$ cat config.mk
export PLATFORM = sky130hd
export DESIGN_NAME = circle_rect_proximity_engine
export DESIGN_NICKNAME = d
export VERILOG_FILES = /design/src/rtl/crpe_pkg.sv /design/src/rtl/crpe_iter.sv /design/src/rtl/circle_rect_proximity_engine.sv
export VERILOG_INCLUDE_DIRS = /design/src /design/src/rtl
export SDC_FILE = /design/constraint.sdc
export NUM_CORES = 2
export LEC_CHECK = 0
export BUFFER_PORTS_ARGS = -buffer_cell sky130_fd_sc_hd__buf_2
export CORE_MARGIN = 4
export CORE_UTILIZATION = 45
export DETAILED_ROUTE_END_ITERATION = 7
export GPL_TIMING_DRIVEN = 0
export PLACE_DENSITY = 0.65
export SLEW_MARGIN = 0
export SYNTH_ARGS = -nofsm -noshare
export SYNTH_HDL_FRONTEND = slang
export SYNTH_HIERARCHICAL = 1
export SYNTH_SLANG_ARGS = --single-unit
$ cat constraint.sdc
create_clock -name clk -period 26.2 [get_ports clk]
set_input_delay 5.24 -clock clk [delete_from_list [all_inputs] [get_ports clk]]
set_output_delay 5.24 -clock clk [all_outputs]
set_load 0.1 [all_outputs]
$ cat src/rtl/circle_rect_proximity_engine_assert.svh
// Assertion macros shared by the proximity engine RTL.
`ifndef CIRCLE_RECT_PROXIMITY_ENGINE_ASSERT_SVH
`define CIRCLE_RECT_PROXIMITY_ENGINE_ASSERT_SVH
`ifndef NO_ASSERTIONS
`define CRPE_ASSERT(lbl, prop) \
  lbl: assert property (@(posedge clk) disable iff (!rst_n) prop) \
    else $error("proximity engine assertion failed");
`define CRPE_ASSERT_ALWAYS(lbl, prop) \
  lbl: assert property (@(posedge clk) prop) \
    else $error("proximity engine assertion failed");
`else
`define CRPE_ASSERT(lbl, prop)
`define CRPE_ASSERT_ALWAYS(lbl, prop)
`endif
`endif

$ cat src/rtl/crpe_pkg.sv
`default_nettype none
package crpe_pkg;

  localparam int MaxWalls = 64;
  localparam int FracBits = 4;
  localparam int IdxW     = $clog2(MaxWalls);
  localparam int CntW     = IdxW + 1;

  localparam logic [13:0] DIST_MAX  = 14'd16383;
  localparam logic [12:0] RATIO_ONE = 13'd4096;
  localparam logic [7:0]  VIB_FULL  = 8'd200;

  typedef enum logic [1:0] {
    CFG_WALL_COUNT    = 2'd0,
    CFG_PLAYER_RADIUS = 2'd1,
    CFG_NEAR_DISTANCE = 2'd2,
    CFG_FAR_DISTANCE  = 2'd3
  } cfg_idx_t;

  typedef enum logic {
    MODE_LOAD  = 1'b0,
    MODE_QUERY = 1'b1
  } mode_t;

  typedef enum logic {
    OP_SQRT = 1'b0,
    OP_DIV  = 1'b1
  } iter_op_t;

  typedef enum logic [3:0] {
    S_IDLE,
    S_FETCH,
    S_EDGE_A,
    S_EDGE_B,
    S_ROOT_GO,
    S_ROOT_WAIT,
    S_VIB_SEL,
    S_DIV_WAIT,
    S_SQ1,
    S_SQ2,
    S_DONE
  } state_t;

  typedef struct packed {
    logic     start;
    iter_op_t op;
  } iter_ctl_t;

  typedef struct packed {
    logic busy;
    logic done;
  } iter_sts_t;

endpackage
`default_nettype wire

$ cat src/rtl/crpe_iter.sv
`default_nettype none
// Shared restoring unit: square root two bits a step, division one bit a step.
module crpe_iter (
  input  wire                    clk,
  input  wire                    rst_n,
  input  crpe_pkg::iter_ctl_t    ctl,
  input  wire  [27:0]            arg,
  input  wire  [13:0]            den,
  output crpe_pkg::iter_sts_t    sts,
  output logic [13:0]            res
);
  import crpe_pkg::*;

  logic [27:0] arg_r, arg_nxt;
  logic [16:0] rem_r, rem_nxt;
  logic [13:0] res_r, res_nxt;
  logic [13:0] den_r, den_nxt;
  logic [4:0]  cnt_r, cnt_nxt;
  logic        busy_r, busy_nxt;
  logic        done_r, done_nxt;
  iter_op_t    op_r, op_nxt;

  logic [16:0] cur, sub;
  logic [17:0] diff;

  always_comb begin
    if (op_r == OP_SQRT) begin
      cur = {rem_r[14:0], arg_r[27:26]};
      sub = {1'b0, res_r, 2'b01};
    end else begin
      cur = {rem_r[15:0], arg_r[27]};
      sub = {3'b000, den_r};
    end
    diff = {1'b0, cur} - {1'b0, sub};
  end

  always_comb begin
    arg_nxt  = arg_r;
    rem_nxt  = rem_r;
    res_nxt  = res_r;
    den_nxt  = den_r;
    cnt_nxt  = cnt_r;
    busy_nxt = busy_r;
    op_nxt   = op_r;
    done_nxt = 1'b0;
    if (ctl.start) begin
      arg_nxt  = arg;
      den_nxt  = den;
      op_nxt   = ctl.op;
      rem_nxt  = '0;
      res_nxt  = '0;
      cnt_nxt  = (ctl.op == OP_SQRT) ? 5'd14 : 5'd26;
      busy_nxt = 1'b1;
    end else if (busy_r) begin
      arg_nxt = (op_r == OP_SQRT) ? {arg_r[25:0], 2'b00} : {arg_r[26:0], 1'b0};
      if (!diff[17]) begin
        rem_nxt = diff[16:0];
        res_nxt = {res_r[12:0], 1'b1};
      end else begin
        rem_nxt = cur;
        res_nxt = {res_r[12:0], 1'b0};
      end
      cnt_nxt = cnt_r - 5'd1;
      if (cnt_r == 5'd1) begin
        busy_nxt = 1'b0;
        done_nxt = 1'b1;
      end
    end
  end

  always_ff @(posedge clk) begin
    arg_r <= arg_nxt;
    rem_r <= rem_nxt;
    res_r <= res_nxt;
    den_r <= den_nxt;
    op_r  <= op_nxt;
    cnt_r <= cnt_nxt;
    if (!rst_n) begin
      busy_r <= 1'b0;
      done_r <= 1'b0;
    end else begin
      busy_r <= busy_nxt;
      done_r <= done_nxt;
    end
  end

  assign sts.busy = busy_r;
  assign sts.done = done_r;
  assign res      = res_r;

endmodule
`default_nettype wire

$ cat src/rtl/circle_rect_proximity_engine.sv
// Load word: written into the wall table on acceptance, no result.
// Query word: for each of the N walls walked, a table read, then S_EDGE_A and S_EDGE_B per edge;
// then the square root of the nearest squared distance and, where needed, the ratio division.
// The square root and the ratio division share one iterative unit.
// One word at a time: in_tready is high only while idle, so each query ends before the next word.
// Synchronous active-low reset restores the register defaults; the wall table is not cleared.
`default_nettype none
`include "circle_rect_proximity_engine_assert.svh"
module circle_rect_proximity_engine (
  input  wire         clk,
  input  wire         rst_n,
  // Input words.
  input  wire         in_tvalid,
  output logic        in_tready,
  // in_tdata, low bit up: wall_slot[5:0], wall_left[14:6], wall_top[23:15],
  // wall_right[32:24], wall_bottom[41:33], point_x[54:42], point_y[67:55],
  // zero padding [79:68].
  input  wire  [79:0] in_tdata,
  // in_tuser: mode (0 loads a wall, 1 queries a point).
  input  wire         in_tuser,
  // Result words.
  output logic        out_tvalid,
  input  wire         out_tready,
  // out_tdata, low bit up: collision[0], nearest_distance[14:1],
  // vibration_level[22:15], zero padding [23].
  output logic [23:0] out_tdata,
  // Configuration writes.
  input  wire         cfg_valid,
  output logic        cfg_ready,
  input  wire  [1:0]  cfg_index,
  input  wire  [13:0] cfg_data
);
  import crpe_pkg::*;

  // Configuration registers.
  logic [6:0]  wall_count_r;
  logic [9:0]  radius_r;
  logic [13:0] near_r;
  logic [13:0] far_r;

  assign cfg_ready = 1'b1;

  always_ff @(posedge clk) begin
    if (!rst_n) begin
      wall_count_r <= 7'd0;
      radius_r     <= 10'd128;
      near_r       <= 14'd160;
      far_r        <= 14'd800;
    end else if (cfg_valid && cfg_ready) begin
      case (cfg_idx_t'(cfg_index))
        CFG_WALL_COUNT:    wall_count_r <= cfg_data[6:0];
        CFG_PLAYER_RADIUS: radius_r     <= cfg_data[9:0];
        CFG_NEAR_DISTANCE: near_r       <= cfg_data;
        CFG_FAR_DISTANCE:  far_r        <= cfg_data;
        default: ;
      endcase
    end
  end

  // Input word fields.
  logic        in_acc;
  logic [5:0]  f_slot;
  logic [35:0] f_wall;
  logic [12:0] f_px, f_py;

  assign in_acc = in_tvalid && in_tready;
  assign f_slot = in_tdata[5:0];
  assign f_wall = in_tdata[41:6];
  assign f_px   = in_tdata[54:42];
  assign f_py   = in_tdata[67:55];

  // Wall table: {bottom, right, top, left}, whole units, registered read.
  logic [35:0] wall_mem [MaxWalls];
  logic [35:0] wall_rd_r;
  logic [CntW-1:0] idx_r, idx_nxt;

  always_ff @(posedge clk) begin
    if (in_acc && (mode_t'(in_tuser) == MODE_LOAD)) begin
      wall_mem[f_slot[IdxW-1:0]] <= f_wall;
    end
    wall_rd_r <= wall_mem[idx_r[IdxW-1:0]];
  end

  // Sequencer state.
  state_t      state_r, state_nxt;
  logic [12:0] px_r, px_nxt, py_r, py_nxt;
  logic [CntW-1:0] cnt_r, cnt_nxt;
  logic [1:0]  k_r, k_nxt;
  logic [19:0] radsq_r, radsq_nxt;
  logic [25:0] sqa_r, sqa_nxt;
  logic [26:0] best_r, best_nxt;
  logic        hit_r, hit_nxt;
  logic [13:0] d_r, d_nxt;
  logic [12:0] inv_r, inv_nxt;
  logic [24:0] sq_r, sq_nxt;
  logic [7:0]  vib_r, vib_nxt;
  logic        out_valid_r, out_valid_nxt;
  logic [23:0] out_data_r, out_data_nxt;

  // Shared iterative unit.
  iter_ctl_t   it_ctl;
  iter_sts_t   it_sts;
  logic [27:0] it_arg;
  logic [13:0] it_den;
  logic [13:0] it_res;

  crpe_iter u_iter (
    .clk   (clk),
    .rst_n (rst_n),
    .ctl   (it_ctl),
    .arg   (it_arg),
    .den   (it_den),
    .sts   (it_sts),
    .res   (it_res)
  );

  // Wall corners in Q9.4.
  logic [12:0] wl, wt, wr, wb;
  assign wl = {wall_rd_r[8:0],   {FracBits{1'b0}}};
  assign wt = {wall_rd_r[17:9],  {FracBits{1'b0}}};
  assign wr = {wall_rd_r[26:18], {FracBits{1'b0}}};
  assign wb = {wall_rd_r[35:27], {FracBits{1'b0}}};

  // Edge k: along-axis point coordinate pa against span a0..a1, cross
  // coordinate pb against the edge line bc.
  logic [12:0] pa, pb, a0, a1, bc, lo, hi, da, db;
  logic [25:0] sqb;
  logic [26:0] e_sum;
  logic        pt_in_wall;

  always_comb begin
    case (k_r)
      2'd0:    begin pa = px_r; pb = py_r; a0 = wl; a1 = wr; bc = wt; end
      2'd1:    begin pa = py_r; pb = px_r; a0 = wt; a1 = wb; bc = wr; end
      2'd2:    begin pa = px_r; pb = py_r; a0 = wl; a1 = wr; bc = wb; end
      default: begin pa = py_r; pb = px_r; a0 = wt; a1 = wb; bc = wl; end
    endcase
    lo = (a0 < a1) ? a0 : a1;
    hi = (a0 < a1) ? a1 : a0;
    if (pa < lo) begin
      da = lo - pa;
    end else if (pa > hi) begin
      da = pa - hi;
    end else begin
      da = '0;
    end
    db         = (pb >= bc) ? (pb - bc) : (bc - pb);
    sqb        = db * db;
    e_sum      = {1'b0, sqa_r} + {1'b0, sqb};
    pt_in_wall = (px_r >= wl) && (px_r <= wr) && (py_r >= wt) && (py_r <= wb);
  end

  logic [CntW-1:0] n_walls;
  assign n_walls = (wall_count_r > 7'(MaxWalls)) ? CntW'(MaxWalls) : CntW'(wall_count_r);

  logic [13:0] span, excess;
  logic [32:0] vib_prod;
  assign span     = far_r - near_r;
  assign excess   = d_r - near_r;
  assign vib_prod = sq_r * VIB_FULL;

  always_comb begin
    state_nxt     = state_r;
    px_nxt        = px_r;
    py_nxt        = py_r;
    cnt_nxt       = cnt_r;
    idx_nxt       = idx_r;
    k_nxt         = k_r;
    radsq_nxt     = radsq_r;
    sqa_nxt       = sqa_r;
    best_nxt      = best_r;
    hit_nxt       = hit_r;
    d_nxt         = d_r;
    inv_nxt       = inv_r;
    sq_nxt        = sq_r;
    vib_nxt       = vib_r;
    out_valid_nxt = out_valid_r;
    out_data_nxt  = out_data_r;
    it_ctl.start  = 1'b0;
    it_ctl.op     = OP_SQRT;
    it_arg        = {1'b0, best_r};
    it_den        = span;
    in_tready     = (state_r == S_IDLE);

    if (out_valid_r && out_tready) begin
      out_valid_nxt = 1'b0;
    end

    case (state_r)
      S_IDLE: begin
        if (in_acc && (mode_t'(in_tuser) == MODE_QUERY)) begin
          px_nxt    = f_px;
          py_nxt    = f_py;
          cnt_nxt   = n_walls;
          idx_nxt   = '0;
          k_nxt     = 2'd0;
          hit_nxt   = 1'b0;
          best_nxt  = '1;
          radsq_nxt = radius_r * radius_r;
          if (n_walls == '0) begin
            d_nxt     = DIST_MAX;
            state_nxt = S_VIB_SEL;
          end else begin
            state_nxt = S_FETCH;
          end
        end
      end
      S_FETCH: begin
        k_nxt     = 2'd0;
        state_nxt = S_EDGE_A;
      end
      S_EDGE_A: begin
        sqa_nxt = da * da;
        if ((k_r == 2'd0) && pt_in_wall) begin
          hit_nxt = 1'b1;
        end
        state_nxt = S_EDGE_B;
      end
      S_EDGE_B: begin
        if (e_sum < {7'd0, radsq_r}) begin
          hit_nxt = 1'b1;
        end
        if (e_sum < best_r) begin
          best_nxt = e_sum;
        end
        if (k_r == 2'd3) begin
          idx_nxt   = idx_r + 1'b1;
          state_nxt = ((idx_r + 1'b1) == cnt_r) ? S_ROOT_GO : S_FETCH;
        end else begin
          k_nxt     = k_r + 2'd1;
          state_nxt = S_EDGE_A;
        end
      end
      S_ROOT_GO: begin
        it_ctl.start = 1'b1;
        it_ctl.op    = OP_SQRT;
        state_nxt    = S_ROOT_WAIT;
      end
      S_ROOT_WAIT: begin
        if (it_sts.done) begin
          d_nxt     = it_res;
          state_nxt = S_VIB_SEL;
        end
      end
      S_VIB_SEL: begin
        state_nxt = S_SQ1;
        if (d_r > far_r) begin
          inv_nxt = '0;
        end else if (far_r <= near_r) begin
          inv_nxt = (d_r > near_r) ? 13'd0 : RATIO_ONE;
        end else if (d_r <= near_r) begin
          inv_nxt = RATIO_ONE;
        end else begin
          it_ctl.start = 1'b1;
          it_ctl.op    = OP_DIV;
          it_arg       = {excess, 12'd0, 2'b00};
          state_nxt    = S_DIV_WAIT;
        end
      end
      S_DIV_WAIT: begin
        if (it_sts.done) begin
          inv_nxt   = (it_res > {1'b0, RATIO_ONE}) ? 13'd0 : (RATIO_ONE - it_res[12:0]);
          state_nxt = S_SQ1;
        end
      end
      S_SQ1: begin
        sq_nxt    = inv_r * inv_r;
        state_nxt = S_SQ2;
      end
      S_SQ2: begin
        vib_nxt   = vib_prod[31:24];
        state_nxt = S_DONE;
      end
      S_DONE: begin
        // Hold the finished result until the output register is free.
        if (!out_valid_r || out_tready) begin
          out_valid_nxt = 1'b1;
          out_data_nxt  = {1'b0, vib_r, d_r, hit_r};
          state_nxt     = S_IDLE;
        end
      end
      default: state_nxt = S_IDLE;
    endcase
  end

  always_ff @(posedge clk) begin
    if (!rst_n) begin
      state_r     <= S_IDLE;
      out_valid_r <= 1'b0;
    end else begin
      state_r     <= state_nxt;
      out_valid_r <= out_valid_nxt;
    end
  end

  always_ff @(posedge clk) begin
    px_r       <= px_nxt;
    py_r       <= py_nxt;
    cnt_r      <= cnt_nxt;
    idx_r      <= idx_nxt;
    k_r        <= k_nxt;
    radsq_r    <= radsq_nxt;
    sqa_r      <= sqa_nxt;
    best_r     <= best_nxt;
    hit_r      <= hit_nxt;
    d_r        <= d_nxt;
    inv_r      <= inv_nxt;
    sq_r       <= sq_nxt;
    vib_r      <= vib_nxt;
    out_data_r <= out_data_nxt;
  end

  assign out_tvalid = out_valid_r;
  assign out_tdata  = out_data_r;

  // The shared unit only finishes while the sequencer waits on it.
  `CRPE_ASSERT(a_iter_done_waited, it_sts.done |-> (state_r == S_ROOT_WAIT || state_r == S_DIV_WAIT))
  // A result appears only out of the completion state.
  `CRPE_ASSERT(a_out_from_done, $rose(out_valid_r) |-> $past(state_r == S_DONE))
  // The table walk never reads past the clamped wall count.
  `CRPE_ASSERT(a_walk_in_range, (state_r == S_FETCH) |-> (idx_r < cnt_r))
  // The vibration level sent out never exceeds full intensity.
  `CRPE_ASSERT(a_vib_range, out_valid_r |-> (out_data_r[22:15] <= VIB_FULL))

endmodule
`default_nettype wire
==> results.md <==
* H-tree lvl count at 5
* Final period utilization at 58.7%
* Setup TNS at 0 ps
* Total CTS buffers at 284
* Grt ovf at 0
* Hold_buf cts at 0
* Final Wtd Congestion at 0.895
* Fin crit period at 15390 ps
* FP Rows at 194
* DP HPWL at 232000 µm
* IO Count at 129
* Max Cap Violations at 2
* CTS root buffer: clkbuf_16
* Max Freq at 0.0650 GHz
* Slowest stage cell, crit path: xor2_1
* Commonest cells after routing, fill and taps aside: edfxtp_1, inv_1, mux4_2, ha_1, fa_1
* DR pass1 iterations at 7
* Via count at 69.6k
* Clk buf depth at 4
* Max Slew Vio Count at 11
* Max-Slew Margin vs Limit at -0.849%
* Layout cells sized above 1 at 19.0%
* Die width at 539 µm
* R2r setup slk at 10810 ps
* CP endpoint: best_r[3]
* Clk sinks at 2666
* Pin count of the biggest net entering global routing at 65
* First-pass GRT wire length at 486000 µm
* Buffers on Ports at 111
* Hold Vio Cnt, Final at 0
* Antenna violations before repair at 36
* Synth warn at 6
* Clk_skew at 99.3 ps
* RR Startpoint: k_r[0]
* Worst-Margin Slew at 1510 ps
* Hold crit path type: reg -> reg
* CP Max Fanout at 10
* FF-to-FF End: best_r[3]
* Crit path from: k_r[0]
* Final net count at 9009
* Final setup violation count at 0
* Drt initial violations at 8169
* RSZ-0062 raised after global routing: false
* R2R depth at 50
* Startpoint type of the worst setup path: flip-flop
* Layout area overhead at 13.4%
* Worst EP arrival at 15900 ps
* Initial core utilization at 45.3%
* Die area at 0.291 mm²
* Crit Path Category: reg -> reg
* Die H at 539 µm
* Reg clk slew, reported paths at 50 ps
* Critical path required time at 26710 ps
* Skew-Pair Late Insertion Delay at 890 ps
* Tot GR Track Use at 22.8%
* CTS tree: yes
* Failing checks: max-capacitance violations, max-slew violations
* Vias in the first global route at 70.9k
* DR DRC count at 0
* Cells after Synth at 7513
* Status: finished with violations
* Vias/cell at 5.82
* Worst path max stage delay at 760 ps
* Post-CTS Setup Bufs at 0
* Most common cell after layout, fill and taps aside: edfxtp_1
* FILL cells at 22.5k
* Worst Setup End Kind: flip-flop
* Post-route ant nets at 0
* Syn_area_per_cell at 16.9 µm²
* Post-CTS sizing at 0
* Mapped cell area at 0.127 mm²
* WL/cell at 27.9 µm
* Core Area at 0.280 mm²
* DRT Wirelength at 334000 µm
## flip-flops by register name, indices dropped and copies added, names as in the netlist, 7 cells and up
signal / flops
cnt_r: 7
u_iter/res: 14
py_r: 13
u_iter/rem_r: 16
out_tdata: 23
sq_r: 24
near_r: 14
px_r: 13
d_r: 14
radius_r: 10
wall_mem: 2304
wall_rd_r: 36
radsq_r: 19
u_iter/den_r: 14
u_iter/arg_r: 28
vib_r: 8
sqa_r: 25
best_r: 27
inv_r: 13
wall_count_r: 7
idx_r: 7
far_r: 14
## worst min path at each step
| stage | start | endpoint | slack, ps | cells past startpoint |
|---|---|---|---|---|
| 2_1_floorplan | hit_r | out_tdata[0] | 400 | 0 |
| 3_3_place_gp | vib_r[0] | out_tdata[15] | 410 | 0 |
| 3_5_place_dp | vib_r[6] | out_tdata[21] | 410 | 0 |
| 4_1_cts | vib_r[6] | out_tdata[21] | 420 | 0 |
| 5_1_grt | vib_r[3] | out_tdata[18] | 420 | 0 |
| 6_report | vib_r[6] | out_tdata[21] | 420 | 0 |
## metrics by stage
stage,utilization [%],hold WS (ps),instances,setup slack [ps],instance area [µm²]
2_1_floorplan,-,400,7517,12180,127000
3_3_place_gp,47.2,405,11400,8910,132000
3_5_place_dp,48.1,406,11400,10920,135000
4_1_cts,51.3,418,11900,10830,144000
5_1_grt,51.4,424,12000,9920,144000
6_report,51.4,416,12000,10810,144000
## worst max-delay path, delay by kind of cell, from the launching register on
| family | cells | cell delay [ps] |
|---|---|---|
| AO/OA/AOI/OAI | 16 | 3920 |
| XOR/XNOR | 3 | 1180 |
| adder cells (fa/ha/maj) | 10 | 4030 |
| buffers and inverters | 11 | 2790 |
| flip-flops | 1 | 460 |
| multiplexers | 2 | 720 |
| AND/OR/NAND/NOR | 8 | 1970 |
## metal layers
| metal | track usage (%) | wire length (µm) | part of all wire [%] |
|---|---|---|---|
| met1 | 31.4 | 133000 | 40 |
| met2 | 36.8 | 159000 | 48 |
| met5 | 0 | 127 | 0.038 |
| met3 | 4.64 | 31700 | 9.5 |
| met4 | 6.91 | 10700 | 3.2 |
## area by class of cell
cell class	count	area (µm²)	area share (%)
flip-flops and latches	2666	78900	54.8
multi-input cells	3773	44500	30.9
clock buffers	347	7550	5.25
well taps	3724	4660	3.24
inverters	778	2920	2.03
repair buffers	206	2720	1.89
clock inverters	157	1460	1.01
plain buffers	300	1180	0.821
diodes	19	47.5	0.0330
Power is left out: the tool's default activity adds up to more than one toggle a clock period on the data nets, which glitch-free logic cannot reach.
